===== config.mk =====
export PLATFORM = sky130hd
export DESIGN_NAME = qr_alphanumeric_encoder
export DESIGN_NICKNAME = d
export VERILOG_FILES = /design/src/qrae_pkg.sv /design/src/qr_alphanumeric_encoder.sv
export SDC_FILE = /design/constraint.sdc
export NUM_CORES = 1
export LEC_CHECK = 0
export ABC_AREA = 1
export BUFFER_PORTS_ARGS = -buffer_cell sky130_fd_sc_hd__buf_2
export CAP_MARGIN = 25
export CORE_ASPECT_RATIO = 2
export CORE_MARGIN = 2
export CORE_UTILIZATION = 61
export CTS_BUF_LIST = sky130_fd_sc_hd__clkbuf_8 sky130_fd_sc_hd__clkbuf_16
export CTS_CLUSTER_DIAMETER = 100
export CTS_CLUSTER_SIZE = 25
export DETAILED_ROUTE_END_ITERATION = 10
export HOLD_SLACK_MARGIN = 0.02
export PLACE_DENSITY = 0.83
export SKIP_CTS_REPAIR_TIMING = 1
export SYNTH_ARGS = -nofsm -noshare
export SYNTH_HDL_FRONTEND = slang
export SYNTH_SLANG_ARGS = --single-unit

===== constraint.sdc =====
create_clock -name clk -period 6 [get_ports clk]
set_input_delay 0.6 -clock clk [delete_from_list [all_inputs] [get_ports clk]]
set_output_delay 0.6 -clock clk [all_outputs]
set_load 0.03 [all_outputs]

===== src/qrae_pkg.sv =====
package qrae_pkg;

	localparam int unsigned SetSize    = 45;
	localparam int unsigned PairBits   = 11;
	localparam int unsigned SingleBits = 6;
	localparam int unsigned QDepth     = 4;
	localparam int unsigned QIdxW      = $clog2(QDepth);
	localparam int unsigned QCntW      = $clog2(QDepth + 1);
	localparam int unsigned MaxRes     = 3;

	localparam logic [2:0] RegStartBitOffset = 3'd0;

	typedef struct packed {
		logic [5:0] idx;
		logic       bad;
	} lookup_t;

	typedef struct packed {
		logic [7:0] out_byte;
		logic [3:0] bits_valid;
		logic       last_out;
		logic       bad_char;
	} res_t;

	function automatic lookup_t char_lookup(input logic [7:0] c);
		lookup_t r;
		r.bad = 1'b0;
		r.idx = 6'd0;
		if (c >= 8'h30 && c <= 8'h39) begin
			r.idx = 6'(c - 8'h30);
		end else if (c >= 8'h41 && c <= 8'h5A) begin
			r.idx = 6'(c - 8'h37);
		end else begin
			unique case (c)
				8'h20:   r.idx = 6'd36;
				8'h24:   r.idx = 6'd37;
				8'h25:   r.idx = 6'd38;
				8'h2A:   r.idx = 6'd39;
				8'h2B:   r.idx = 6'd40;
				8'h2D:   r.idx = 6'd41;
				8'h2E:   r.idx = 6'd42;
				8'h2F:   r.idx = 6'd43;
				8'h3A:   r.idx = 6'd44;
				default: r.bad = 1'b1;
			endcase
		end
		return r;
	endfunction

endpackage


===== src/qr_alphanumeric_encoder.sv =====
// Flow: a character word is registered into the encode stage when it is taken, and the
// encode stage writes its output words into the output queue when it advances.
// Throughput: one character per cycle while the four-entry output queue holds at most one
// word; the queue drains one word per cycle with the receiver ready, and a pair that yields
// two words, or a final pair that yields three, holds off the input until it holds one or none.
// Reset (arst_n low, asynchronous): queue and encode stage empty, no open pair, no partial
// bits, next character starts a new text, start_bit_offset cleared to zero.
module qr_alphanumeric_encoder
	import qrae_pkg::*;
(
	input  logic        clk,
	input  logic        arst_n,
	// config port
	input  logic        psel,
	input  logic        penable,
	input  logic        pwrite,
	input  logic [2:0]  paddr,
	input  logic [31:0] pwdata,
	output logic [31:0] prdata,
	output logic        pready,
	// input stream
	input  logic        s_tvalid,
	output logic        s_tready,
	input  logic [7:0]  s_tdata,   // [7:0] char_code
	input  logic        s_tlast,   // last_char
	// output stream
	output logic        m_tvalid,
	input  logic        m_tready,
	output logic [15:0] m_tdata,   // [7:0] out_byte, [11:8] bits_valid, [15:12] zero
	output logic        m_tlast,   // last_out
	output logic        m_tuser    // bad_char
);

	logic [2:0] offset_q;

	logic       s1_valid_q;
	logic [7:0] char_s1;
	logic       last_s1;

	logic [5:0] held_idx_q;
	logic       held_valid_q;
	logic       held_bad_q;
	logic [6:0] pbits_q;
	logic [2:0] pcount_q;
	logic       pbad_q;
	logic       first_q;

	res_t             q_q [QDepth];
	res_t             q_d [QDepth];
	logic [QCntW-1:0] cnt_q;
	logic [QCntW-1:0] cnt_d;

	// config
	assign pready = 1'b1;
	assign prdata = (paddr[2] == RegStartBitOffset[0]) ? {29'd0, offset_q} : 32'd0;

	always_ff @(posedge clk or negedge arst_n) begin
		if (!arst_n) begin
			offset_q <= 3'd0;
		end else if (psel && penable && pwrite && paddr[2] == RegStartBitOffset[0]) begin
			offset_q <= pwdata[2:0];
		end
	end

	// encode stage
	logic    s1_go;
	logic    pop;
	lookup_t lk;
	logic    hold;
	logic [2:0]  pc;
	logic [6:0]  pb;
	logic        pbad;
	logic [10:0] code;
	logic [3:0]  len;
	logic        code_bad;
	logic [17:0] acc;
	logic [4:0]  n;
	logic [1:0]  full;
	logic [2:0]  rem;
	logic [25:0] fl_wide;
	logic [7:0]  byte0;
	logic [7:0]  byte1;
	logic [7:0]  flush;
	logic        has_flush;
	logic [1:0]  nres;
	res_t        res [MaxRes];

	assign pop      = m_tvalid && m_tready;
	assign s1_go    = s1_valid_q && (cnt_q <= QCntW'(1));
	assign s_tready = !s1_valid_q || s1_go;

	always_comb begin
		lk   = char_lookup(char_s1);
		pc   = first_q ? offset_q : pcount_q;
		pb   = first_q ? 7'd0 : pbits_q;
		pbad = first_q ? 1'b0 : pbad_q;
		hold = !held_valid_q && !last_s1;
		if (held_valid_q) begin
			code     = 11'({5'd0, held_idx_q} * 11'(SetSize)) + {5'd0, lk.idx};
			len      = 4'(PairBits);
			code_bad = held_bad_q || lk.bad;
		end else begin
			code     = {5'd0, lk.idx};
			len      = 4'(SingleBits);
			code_bad = lk.bad;
		end
		acc     = (18'(pb) << len) | 18'(code);
		n       = {2'd0, pc} + {1'b0, len};
		full    = (n >= 5'd16) ? 2'd2 : ((n >= 5'd8) ? 2'd1 : 2'd0);
		rem     = n[2:0];
		byte0   = 8'(acc >> (n - 5'd8));
		byte1   = 8'(acc >> (n - 5'd16));
		fl_wide = 26'(acc) << (4'd8 - {1'b0, rem});
		flush   = fl_wide[7:0];
		has_flush = last_s1 && (rem != 3'd0);
		nres    = hold ? 2'd0 : full + {1'b0, has_flush};

		res[2] = '{out_byte: flush, bits_valid: {1'b0, rem}, last_out: 1'b1,
			bad_char: code_bad};
		// first full word also carries the bits left over from the previous code
		res[0] = (full != 2'd0)
			? '{out_byte: byte0, bits_valid: 4'd8,
				last_out: last_s1 && rem == 3'd0 && full == 2'd1,
				bad_char: code_bad || (pc != 3'd0 && pbad)}
			: res[2];
		res[1] = (full == 2'd2)
			? '{out_byte: byte1, bits_valid: 4'd8,
				last_out: last_s1 && rem == 3'd0, bad_char: code_bad}
			: res[2];
	end

	always_ff @(posedge clk or negedge arst_n) begin
		if (!arst_n) begin
			s1_valid_q <= 1'b0;
		end else if (s_tready) begin
			s1_valid_q <= s_tvalid;
		end
	end

	always_ff @(posedge clk) begin
		if (s_tvalid && s_tready) begin
			char_s1 <= s_tdata;
			last_s1 <= s_tlast;
		end
	end

	always_ff @(posedge clk or negedge arst_n) begin
		if (!arst_n) begin
			held_idx_q   <= 6'd0;
			held_valid_q <= 1'b0;
			held_bad_q   <= 1'b0;
			pbits_q      <= 7'd0;
			pcount_q     <= 3'd0;
			pbad_q       <= 1'b0;
			first_q      <= 1'b1;
		end else if (s1_go) begin
			if (hold) begin
				held_idx_q   <= lk.idx;
				held_valid_q <= 1'b1;
				held_bad_q   <= lk.bad;
				pbits_q      <= pb;
				pcount_q     <= pc;
				pbad_q       <= pbad;
				first_q      <= 1'b0;
			end else begin
				held_idx_q   <= 6'd0;
				held_valid_q <= 1'b0;
				held_bad_q   <= 1'b0;
				if (last_s1) begin
					pbits_q  <= 7'd0;
					pcount_q <= 3'd0;
					pbad_q   <= 1'b0;
					first_q  <= 1'b1;
				end else begin
					pbits_q  <= 7'(acc) & (7'h7F >> (3'd7 - rem));
					pcount_q <= rem;
					pbad_q   <= (rem != 3'd0) && code_bad;
					first_q  <= 1'b0;
				end
			end
		end
	end

	// output queue: head at entry 0, shifts down on each taken word
	always_comb begin
		logic [QCntW-1:0] base;
		for (int i = 0; i < QDepth; i++) begin
			q_d[i] = q_q[i];
		end
		base = cnt_q;
		if (pop) begin
			for (int i = 0; i < QDepth - 1; i++) begin
				q_d[i] = q_q[i + 1];
			end
			base = cnt_q - QCntW'(1);
		end
		cnt_d = base;
		if (s1_go) begin
			for (int j = 0; j < MaxRes; j++) begin
				if (2'(j) < nres) begin
					q_d[QIdxW'(base + QCntW'(j))] = res[j];
				end
			end
			cnt_d = base + QCntW'(nres);
		end
	end

	always_ff @(posedge clk or negedge arst_n) begin
		if (!arst_n) begin
			cnt_q <= '0;
		end else begin
			cnt_q <= cnt_d;
		end
	end

	always_ff @(posedge clk) begin
		for (int i = 0; i < QDepth; i++) begin
			q_q[i] <= q_d[i];
		end
	end

	assign m_tvalid = (cnt_q != '0);
	assign m_tdata  = {4'd0, q_q[0].bits_valid, q_q[0].out_byte};
	assign m_tlast  = q_q[0].last_out;
	assign m_tuser  = q_q[0].bad_char;

	a_cnt_bound: assert property (@(posedge clk) disable iff (!arst_n)
		cnt_q <= QCntW'(QDepth))
		else $error("output queue overfilled");

	a_mid_full: assert property (@(posedge clk) disable iff (!arst_n)
		m_tvalid && !m_tlast |-> q_q[0].bits_valid == 4'd8)
		else $error("partial word before end of text");

	a_pair_open: assert property (@(posedge clk) disable iff (!arst_n)
		s1_go && hold |=> held_valid_q && !first_q)
		else $error("pair not opened");

	a_text_end: assert property (@(posedge clk) disable iff (!arst_n)
		s1_go && last_s1 |=> first_q && !held_valid_q && pcount_q == 3'd0)
		else $error("stream state not cleared at end of text");

endmodule

* Yosys cells after proc, flatten, opt, wreduce, memory -nomap -nowiden
Memory sizes are Yosys's and may differ from the RTL's.
Cells that the tools add are included.
** Word-level totals
- RAM bits :: 56
- Memories kept :: 1
- Output and inout port bits :: 53
- Input port bits :: 51
- Register bits after elaboration :: 36
- Logic and storage cells :: 141
** Operators by class
- Add/sub/neg operators :: 13
- Bitwise operators :: 6
- Shift operators :: 5
- Multiply operators :: 1
- Equality and inequality tests :: 11
- Multiplexer cells :: 47
- $lt $le $gt $ge :: 16
- Reductions and logical operators :: 29
** Memory list
- q_q :: depth 4, width 14, rd ports 4, clocked after Yosys merged registers in 0, write ports 4, line qr_alphanumeric_encoder.sv:48 : res_t q_q [QDepth];
** Operators with widths (number)
- $mux W56 :: 6
- $bwmux W56 :: 3
- $demux W14 S2 :: 3
- $eq A8 B6 Y1 const B :: 9
- $mux W14 :: 5
- $pmux W6 S9 :: 1
- $mux W42 :: 1
- $shr A18 B5 Y8 :: 2
- $mux W7 :: 3
- $mux W3 :: 6
- $mux W6 :: 3
- $or A18 B11 Y18 :: 1
- $shl A18 B4 Y8 :: 1
- $shl A7 B4 Y18 :: 1
- $logic_and A1 B1 Y1 :: 17
- $mux W1 :: 12
- $sub A6 B6 Y6 const B :: 2
- $add A11 B6 Y11 :: 1
- $mul A6 B6 Y11 const B :: 1
- $mux W11 :: 1
- $ge A3 B3 Y1 const B :: 3
- $lt A3 B1 Y1 const B :: 3
- $not A2 Y3 :: 3
- $reduce_bool A3 Y1 :: 3
- 31 further kinds :: 37

* Depth between registers and ports, before layout
Gate-level depths: netlist (run 1).
- Word-level depth :: 18
- Gate-level depth with buffers :: 36
- Mapped depth without buffers :: 36

* Worst setup path after synthesis (run 1)
Ideal clock, no wire load.
- Path kind :: reg2reg
- From :: register first_q
- To :: memory q_q[3][7] (netlist name) (data pin)
- Setup time :: 0.261 ns
- Required time :: 5.739 ns
- Slack :: 1.826 ns
- Period minus slack after synthesis :: 4.174 ns
- Path buffers :: 3
- Stages on the path, launching flop included :: 25
- Arrival :: 3.914 ns
- Cell sequence :: dfstp_2 -> buf_2 -> nand2_1 -> o21ai_0 -> inv_1 -> ha_1 -> o21ai_0 -> nand2_1 -> xor2_1 -> clkinv_1 -> buf_2 -> ha_1 -> a31oi_1 -> nor2_1 -> ha_1 -> inv_1 -> nor2_1 -> nor2_8 -> nor2_4 -> inv_2 -> buf_2 -> a21oi_1 -> o21ai_0 -> nand2_1 -> o21ai_1
** RTL lines
- from (decl) :: line qr_alphanumeric_encoder.sv:46 : logic first_q;
- from (signal assigned) :: line qr_alphanumeric_encoder.sv:155 : first_q <= 1'b1;
- from (signal assigned) :: line qr_alphanumeric_encoder.sv:164 : first_q <= 1'b0;
- from (signal assigned) :: line qr_alphanumeric_encoder.sv:173 : first_q <= 1'b1;
- to (decl) :: line qr_alphanumeric_encoder.sv:48

==> results of run 1 <==
-- area by class of cell --
cell class	count	area share [%]
Inverter	164	6.611
Tap cell	195	2.568
Multi-Input combinational cell	1091	61.57
Timing Repair Buffer	51	3.029
Clock buffer	9	2.371
Sequential cell	92	23.25
Clock inverter	7	0.6058
-- worst paths after layout --
path | slack, ns | start | end | cells past startpoint
max | 0.70 | char_s1[0] | q_q[3][6] | 32
min | 0.24 | arst_n | held_idx_q[5] | 1
max reg2reg | 0.70 | char_s1[0] | q_q[3][6] | 32
min reg2reg | 0.49 | pcount_q[1] | pcount_q[1] | 2
max in group asynchronous | 5.34 | arst_n | pcount_q[1] | 1
min in group clk | 0.41 | s_tdata[3] | char_s1[3] | 1
-- cell usage after synthesis, types with 13 or more instances --
cell / number
inv_1: 141
nor2_1: 93
ha_1: 54
clkbuf_1: 32
edfxtp_1: 23
mux2i_1: 15
buf_2: 22
nand2_1: 360
or2_2: 19
a21oi_1: 125
inv_2: 15
nand3_1: 127
dfrtp_1: 26
o21ai_0: 109
dfxtp_1: 42
buf_4: 35
o211ai_1: 14
o22ai_1: 13
o21ai_1: 41
-- sequential cells by signal, indices dropped and copies added, names as in the netlist --
| signal | flops |
|---|---|
| q_q | 56 |
| char_s1 | 8 |
| pbits_q | 7 |
| held_idx_q | 6 |
| cnt_q | 3 |
| offset_q | 3 |
| pcount_q | 3 |
| first_q | 1 |
| held_bad_q | 1 |
| held_valid_q | 1 |
| last_s1 | 1 |
| pbad_q | 1 |
| s1_valid_q | 1 |
-- cells by family (layout without fill, tap and decap cells) --
| group | after synthesis | after routing |
|---|---|---|
| xor gates and xnor gates | 13 | 13 |
| DFF | 92 | 92 |
| AOI/OAI and AO/OA | 329 | 329 |
| adders and majority gates | 63 | 63 |
| and+or+nand+nor | 637 | 637 |
| buffers and inverters | 261 | 231 |
| muxes | 15 | 15 |
| other | 2 | 34 |
-- through the flow --
stage / instances / hold WS [ns] / utilization, % / cell area (um^2)
floorplan: 1444 / 0.3044 / - / 9214
global placement: 1593 / 0.4641 / 62.53 / 9218
detailed placement: 1593 / 0.4731 / 62.53 / 9218
CTS: 1609 / 0.2558 / 64.45 / 9500
global route: 1609 / 0.2852 / 64.45 / 9500
finish: 1609 / 0.2376 / 64.45 / 9500
-- routing by layer --
layer	up-vias	share of wire, %
met2	421	53
met5	-	0
met4	0	8.6
met1	4236	33
met3	147	5.0
li1	4591	-
-- worst max-delay path, delay by kind of cell (launching register included) --
family	cells	cell delay, ns
AOI/OAI and AO/OA	4	0.81
and+or+nand+nor	21	2.41
DFF	1	0.45
adders and majority gates	3	1.13
buffers and inverters	4	0.37
==> flow_summary.yaml, run 1 <==
outcome:
  status: "finished, violations left"
  failed_checks: "design-rule violations"
grt:
  grtUsageTotal_pct: 33.76
  antenna_found_initial: 0
  busiest_layer: "met2"
  use_met2_pct: 64.88
  met1_usage_pct: 30.76
  grt_max_degree: 75
  grt_pass1_vias: 9088
  use_met3_pct: 4.472
  grt_overflow: 0
  grt_pass1_wl_um: 42970
cells_and_area:
  final_nets: 1523
  layout_common_cells: "nand2_1 (359), inv_1 (140), nand3_1 (127)"
  multi_input_area_um2: 5849
  fillCellCount: 1461
  regArea_um2: 2208
  antenna_cells: 0
  syn2layout_area_growth_pct: 4.472
  final_common_cell: "nand2_1"
  drive_gt1_share_pct: 9.477
worst_setup_path:
  path_class: "reg -> reg"
  cp.required_ns: 6.22
  arrival_ns: 5.52
  cp-start-kind: "flip-flop"
  cpPeakStageDelay_ns: 0.56
  cp_max_fo: 5
  critPathSlowestCell: "fa_1"
  crit_top_cell: "nand2_1"
  worst_setup_path_end_kind: "flip-flop"
route:
  num_vias: 9395
  wl_per_cell_um: 16.45
  dr.pass1.iters: 8
  avgViaCountPerCell: 5.839
  ant_nets: 0
  routed_wl_um: 26460
  drtIter0Drc: 547
  drc: 1
placement:
  dp_slack_ns: 0.8942
  place_congestion: 1.006
  io_buffers: 38
  hpwl_um: 20610
logic_synthesis:
  ys_ff_latch: 92
  synthSimpleGateAreaFrac_pct: 30.92
  synth_area_leaders: "nand2_1 (15%), dfxtp_1 (9.2%), edfxtp_1 (7.6%)"
  yosysWarnings: 0
  ys_seq_area_share_pct: 24.28
  syn_area_um2: 9094
  synth_top_flop_cell: "dfxtp_1"
  async_reset_ff_share_pct: 29.35
  synth_mux_area_share_pct: 1.651
  synthXorXnorAreaFrac_pct: 1.335
  syn-instance-count: 1412
  synth-compound-area-share_pct: 19.58
  avgSynthCellArea_um2: 6.440
  synthAdderAreaFrac_pct: 9.411
  yosysTopAreaCellShare_pct: 14.86
  synthDistinctLibCells: 54
  synth_top_family_by_area: "simple AND/OR/NAND/NOR gates"
  yosys.area.top_type: "nand2_1"
  synth-edff-count: 23
timing:
  slew_headroom_pct: 40.63
  period_share_pct: 88.41
  fin_worst_skew_ns: 0.01093
  setup_tns_ns: 0
  setup_viol_count_final: 0
  worstMarginPinSlew_ns: 0.8813
  rsz0062_at_grt: "no"
  period_needed_ns: 5.304
  slew_violations: 0
  hold_viol_final: 0
  fin_ws_ns: 0.6956
  fmax_ghz: 0.1885
clock_network:
  clockBufferDepth: 2
  tritoncts: "yes"
  path_clk_slew_ns: 0.07
  ctsRootBufferMaster: "clkbuf_16"
  cts_made_buffers: 9
  ctsHtreeMaxLevel: 3
  clk-insertion-delay-late_ns: 0.37
  cts.sinks: 92
job:
  drv_cap: 0
floorplanning:
  core_area_um2: 14740
  die_y_um: 176.7
  ios: 104
  fp-row-count: 63
  start_util_pct: 61.69
  die-area_um2: 15960
  die_w_um: 90.34
min_path:
  hold_class: "in -> async"
Power of run 1 is left out: the tool's default activity adds up to more than one toggle a clock period on the data nets, which glitch-free logic cannot reach.
==> run 2, diff against run 1 <==
Settings changed: CORE_MARGIN 2 to not set, CORE_UTILIZATION 61 to 55, PLACE_DENSITY 0.83 to 0.79.
Clock period 6 ns to 4.5 ns, I/O delays scaled along.
==> flow_summary.yaml, run 2 (same netlist as run 1, synthesis figures left out) <==
route:
  routed_wl_um: 27840
  num_vias: 9626
  wl_per_cell_um: 16.74
  drtIter0Drc: 646
  drc: 0
  avgViaCountPerCell: 5.788
  dr.pass1.iters: 6
  ant_nets: 0
grt:
  use_met2_pct: 60.53
  grt_pass1_vias: 9157
  antenna_found_initial: 0
  grt_max_degree: 72
  grtUsageTotal_pct: 33.34
  busiest_layer: "met2"
  use_met3_pct: 7.237
  grt_pass1_wl_um: 43780
  grt_overflow: 0
  met1_usage_pct: 29.05
timing:
  setup_viol_count_final: 0
  slew_headroom_pct: 46.73
  fin_worst_skew_ns: 0.008762
  slew_violations: 0
  hold_viol_final: 0
  worstMarginPinSlew_ns: 0.7979
  period_needed_ns: 4.251
  fmax_ghz: 0.2353
  period_share_pct: 94.46
cells_and_area:
  syn2layout_area_growth_pct: 12.37
  final_common_cell: "nand2_1"
  fin_area_um2: 10220
  multi_input_area_um2: 6217
  antenna_cells: 0
  regArea_um2: 2210
  regMostFlops: "q_q"
  largest_reg_flops: 56
  layout_common_cells: "nand2_1 (340), inv_1 (139), a21oi_1 (115)"
  fillCellCount: 1536
  reg.largest.list: "q_q: 56 flops, char_s1: 8 flops, pbits_q: 7 flops"
  drive_gt1_share_pct: 17.20
  final_nets: 1568
clock_network:
  ctsHtreeMaxLevel: 3
  cts.sinks: 92
  clk-insertion-delay-late_ns: 0.37
  clockBufferDepth: 2
  path_clk_slew_ns: 0.07
  cts_made_buffers: 9
  tritoncts: "yes"
  ctsRootBufferMaster: "clkbuf_16"
floorplanning:
  die_w_um: 92.93
  ios: 104
  die-area_um2: 17080
  die_y_um: 183.8
  core_area_um2: 16190
  fp-row-count: 66
  start_util_pct: 56.18
worst_setup_path:
  cp-start-kind: "flip-flop"
  r2r.worst_path.cells: 26
  cp.required_ns: 4.60
  reg2reg_from: "held_idx_q[3]"
  r2r-end: "q_q[3][7]"
  arrival_ns: 4.35
  worst_setup_path_end_kind: "flip-flop"
  ff2ff_setup_slack_ns: 0.25
  path_class: "reg -> reg"
  cp_max_fo: 5
placement:
  place_area_um2: 9477
  hpwl_um: 21210
  io_buffers: 38
  place_congestion: 0.9795
min_path:
  hold_class: "in -> async"
job:
  drv_cap: 0
outcome:
  status: "finished clean"
## run 2: worst max-delay path, cell delays in order, from the launching register on
cell and delay (ns):
dfrtp_2 0.46, ha_4 0.26, ha_1 0.27, inv_1 0.05, fa_1 0.51, fa_1 0.52
inv_1 0.06, ha_4 0.29, nand2_1 0.08, inv_1 0.09, nand2_1 0.09, nand3_2 0.13
nand2_2 0.08, nand2_1 0.06, nand2_1 0.06, nand3_2 0.09, nand3_2 0.08, nand3_2 0.10
nand3_1 0.08, o21ai_2 0.09, nand2_1 0.07, nand3_1 0.08, nand2_1 0.05, nand2_1 0.12
o21ai_0 0.09, nand2_1 0.07, o21ai_1 0.06
## run 2: stage by stage
stage	utilization (%)	setup WS, ns	TNS [ns]	hold WS (ns)	std cells
after floorplan	-	0.3256	0	0.1544	1444
after global placement	58.55	0.05007	0	0.4628	1635
after detailed placement	58.55	-0.01865	-0.01865	0.4740	1635
after CTS	60.23	-0.05837	-0.05837	0.1456	1651
after global routing	63.13	-0.08603	-0.6349	0.1651	1663
final	63.13	0.2493	0	0.1114	1663
## run 2: routing by layer
metal / wire length, um / vias to the layer above
met5: 0 / -
met4: 2855 / 0
met3: 1499 / 181
met2: 14470 / 401
met1: 9010 / 4365
li1: - / 4679
## run 2: how the worst max path moves through the flow
stage / endpoint / from / cells after the start
detailed placement: q_q[3][9] / char_s1[0] / 30
floorplan: q_q[3][7] / first_q / 24
global placement: q_q[3][9] / char_s1[0] / 30
finish: q_q[3][7] / held_idx_q[3] / 26
CTS: q_q[3][9] / char_s1[0] / 30
global route: q_q[3][6] / char_s1[4] / 31
## run 2: cell type report
| cell class | count | area share [%] |
|---|---|---|
| timing repair buffer | 96 | 6.122 |
| tap | 204 | 2.498 |
| inverter | 164 | 6.257 |
| multi-input combinational | 1091 | 60.84 |
| clock buffer | 10 | 2.339 |
| sequential | 92 | 21.62 |
| clock inverter | 6 | 0.3184 |
Power of run 2 is left out for the same reason.
==> run 3, diff against run 2 <==
Settings changed: ABC_AREA 1 to 0, PLACE_DENSITY 0.79 to not set, PLACE_DENSITY_LB_ADDON set to 0.12.
==> flow_summary.yaml, run 3 <==
outcome:
  status: "finished, violations left"
  failed_checks: "negative setup slack"
logic_synthesis:
  synth_mux_area_share_pct: 7.670
  synthAdderAreaFrac_pct: 9.470
  ys_seq_area_share_pct: 24.44
  syn_area_um2: 9037
  async_reset_ff_share_pct: 29.35
  synth_top_flop_cell: "dfxtp_1"
  yosys.area.top_type: "dfxtp_1"
  synthDistinctLibCells: 93
  synth_top_family_by_area: "compound AO/OA/AOI/OAI gates"
  ys_ff_latch: 92
  synth_area_leaders: "dfxtp_1 (9.3%), edfxtp_1 (7.6%), ha_1 (7.5%)"
  synth-edff-count: 23
  yosysTopAreaCellShare_pct: 9.304
  synthSimpleGateAreaFrac_pct: 19.66
  synthXorXnorAreaFrac_pct: 1.357
  avgSynthCellArea_um2: 7.831
  synth-compound-area-share_pct: 29.28
  syn-instance-count: 1154
  yosysMostFrequentCell: "nand2_1"
  synth_commonest_cells: "nand2_1 (137), nor2_1 (116), a21oi_1 (67), o21ai_0 (66), ha_1 (54)"
  yosysWarnings: 0
floorplanning:
  die_w_um: 92.64
  start_util_pct: 55.84
  die_y_um: 183.3
  fp-row-count: 66
  ios: 104
  core_area_um2: 16190
  die-area_um2: 16980
placement:
  io_buffers: 38
  place_congestion: 1.056
  hpwl_um: 29500
worst_setup_path:
  critPathSlowestCell: "edfxtp_1"
  cpPeakStageDelay_ns: 0.48
  path_class: "reg -> reg"
  cp_max_fo: 5
  worst_setup_path_end_kind: "flip-flop"
  crit_buf_inv: 7
  cp.required_ns: 4.60
  arrival_ns: 5.13
  cp-start-kind: "flip-flop"
  critical-path-top-delay-family: "compound AO/OA/AOI/OAI gates"
  crit_top_cell: "buf_4"
  path_cells: "buf_6, ha_4, o21bai_1, buf_4, a21oi_4, a211o_1, o21ai_4, fa_1, inv_2, ha_4, nor2_2, buf_4, nor2_1, a221oi_2, buf_4, mux2i_1, buf_4, and3_4, o31ai_2, o22ai_1, a32oi_1, buf_4, a211o_1, o221ai_1"
timing:
  slew_violations: 0
  fin_worst_skew_ns: 0.008424
  setup_viol_count_final: 32
  period_needed_ns: 5.024
  fin_ws_ns: -0.5235
  slew_headroom_pct: 27.37
  period_share_pct: 111.6
  fmax_ghz: 0.1991
  rsz0062_at_grt: "yes"
  worstMarginPinSlew_ns: 1.078
  setup_tns_ns: -14.04
  hold_viol_final: 0
route:
  drtIter0Drc: 788
  wl_per_cell_um: 25.43
  num_vias: 10625
  avgViaCountPerCell: 6.828
  ant_nets: 0
  drc: 0
  dr.pass1.iters: 5
  routed_wl_um: 39560
clock_network:
  ctsRootBufferMaster: "clkbuf_16"
  path_clk_slew_ns: 0.07
  tritoncts: "yes"
  clockBufferDepth: 2
  ctsHtreeMaxLevel: 3
  cts.sinks: 92
  clk-insertion-delay-late_ns: 0.36
  cts_made_buffers: 9
cells_and_area:
  regMostFlops: "q_q"
  reg.largest.list: "q_q: 56 flops, char_s1: 8 flops, pbits_q: 7 flops"
  final_common_cell: "buf_4"
  final_nets: 1461
  regArea_um2: 2210
  multi_input_area_um2: 7052
  fillCellCount: 1297
  drive_gt1_share_pct: 33.14
  largest_reg_flops: 56
  layout_common_cells: "buf_4 (212), nand2_1 (131), nor2_1 (102)"
  syn2layout_area_growth_pct: 31.52
  antenna_cells: 0
grt:
  grt_pass1_vias: 10473
  grtUsageTotal_pct: 46.50
  grt_max_degree: 59
  antenna_found_initial: 0
  grt_overflow: 0
  grt_pass1_wl_um: 58550
job:
  drv_cap: 0
min_path:
  hold_class: "in -> async"
[run 3: worst reg2reg max path, stage by stage, from the launching register on]
cell	delay, ns
edfxtp_1	0.48
buf_6	0.17
ha_4	0.17
o21bai_1	0.14
buf_4	0.15
a21oi_4	0.07
a211o_1	0.35
o21ai_4	0.24
fa_1	0.46
inv_2	0.10
ha_4	0.22
nor2_2	0.11
buf_4	0.18
nor2_1	0.07
a221oi_2	0.35
buf_4	0.18
mux2i_1	0.06
buf_4	0.15
and3_4	0.21
o31ai_2	0.24
o22ai_1	0.10
a32oi_1	0.17
buf_4	0.18
a211o_1	0.13
o221ai_1	0.09
[run 3: path summary, 6_finish.rpt]
path / slack [ns] / start / endpoint / cells after the start
max: -0.52 / char_s1[0] / q_q[3][10] / 24
min: 0.13 / arst_n / held_idx_q[5] / 1
max reg2reg: -0.52 / char_s1[0] / q_q[3][10] / 24
min reg2reg: 0.48 / pbad_q / pbad_q / 2
max in group asynchronous: 3.89 / arst_n / held_idx_q[3] / 1
min in group clk: 0.26 / s_tlast / last_s1 / 1
[run 3: routing by layer]
layer	global-route usage [%]	up-vias	share of wire, %
met5	0	-	0
met3	13.18	339	7.4
met4	47.88	0	13
met1	40.63	4988	30
li1	-	4608	-
met2	80.80	690	50
[run 3: cell type report]
type | count | share of cell area [%]
clock buffer | 10 | 2.011
clock inverter | 6 | 0.7263
inverter | 50 | 1.589
multi-input combinational | 939 | 59.33
sequential | 92 | 18.59
tap | 204 | 2.147
timing repair buffer | 255 | 15.61
[run 3: cell families (layout without fill, tap and decap cells)]
group           Yosys count  after routing
xor+xnor                 14             14
other cells               2             34
mux                      63             63
simple gates            389            389
compound gates          376            376
buf+inv                 155            321
flops                    92             92
fa+ha+maj                63             63
[run 3: through the flow]
step / area [um^2] / cells / setup slack [ns] / hold WS, ns / util, %
after floorplan: 9412 / 1186 / -0.06819 / 0.1544 / -
after global placement: 10870 / 1529 / -0.5321 / 0.4567 / 67.18
after detailed placement: 10870 / 1529 / -0.5885 / 0.4709 / 67.18
after CTS: 11200 / 1545 / -0.6128 / 0.1324 / 69.19
after global routing: 11890 / 1556 / -0.6747 / 0.1765 / 73.44
final: 11890 / 1556 / -0.5235 / 0.1276 / 73.44
Power of run 3 is left out for the same reason.
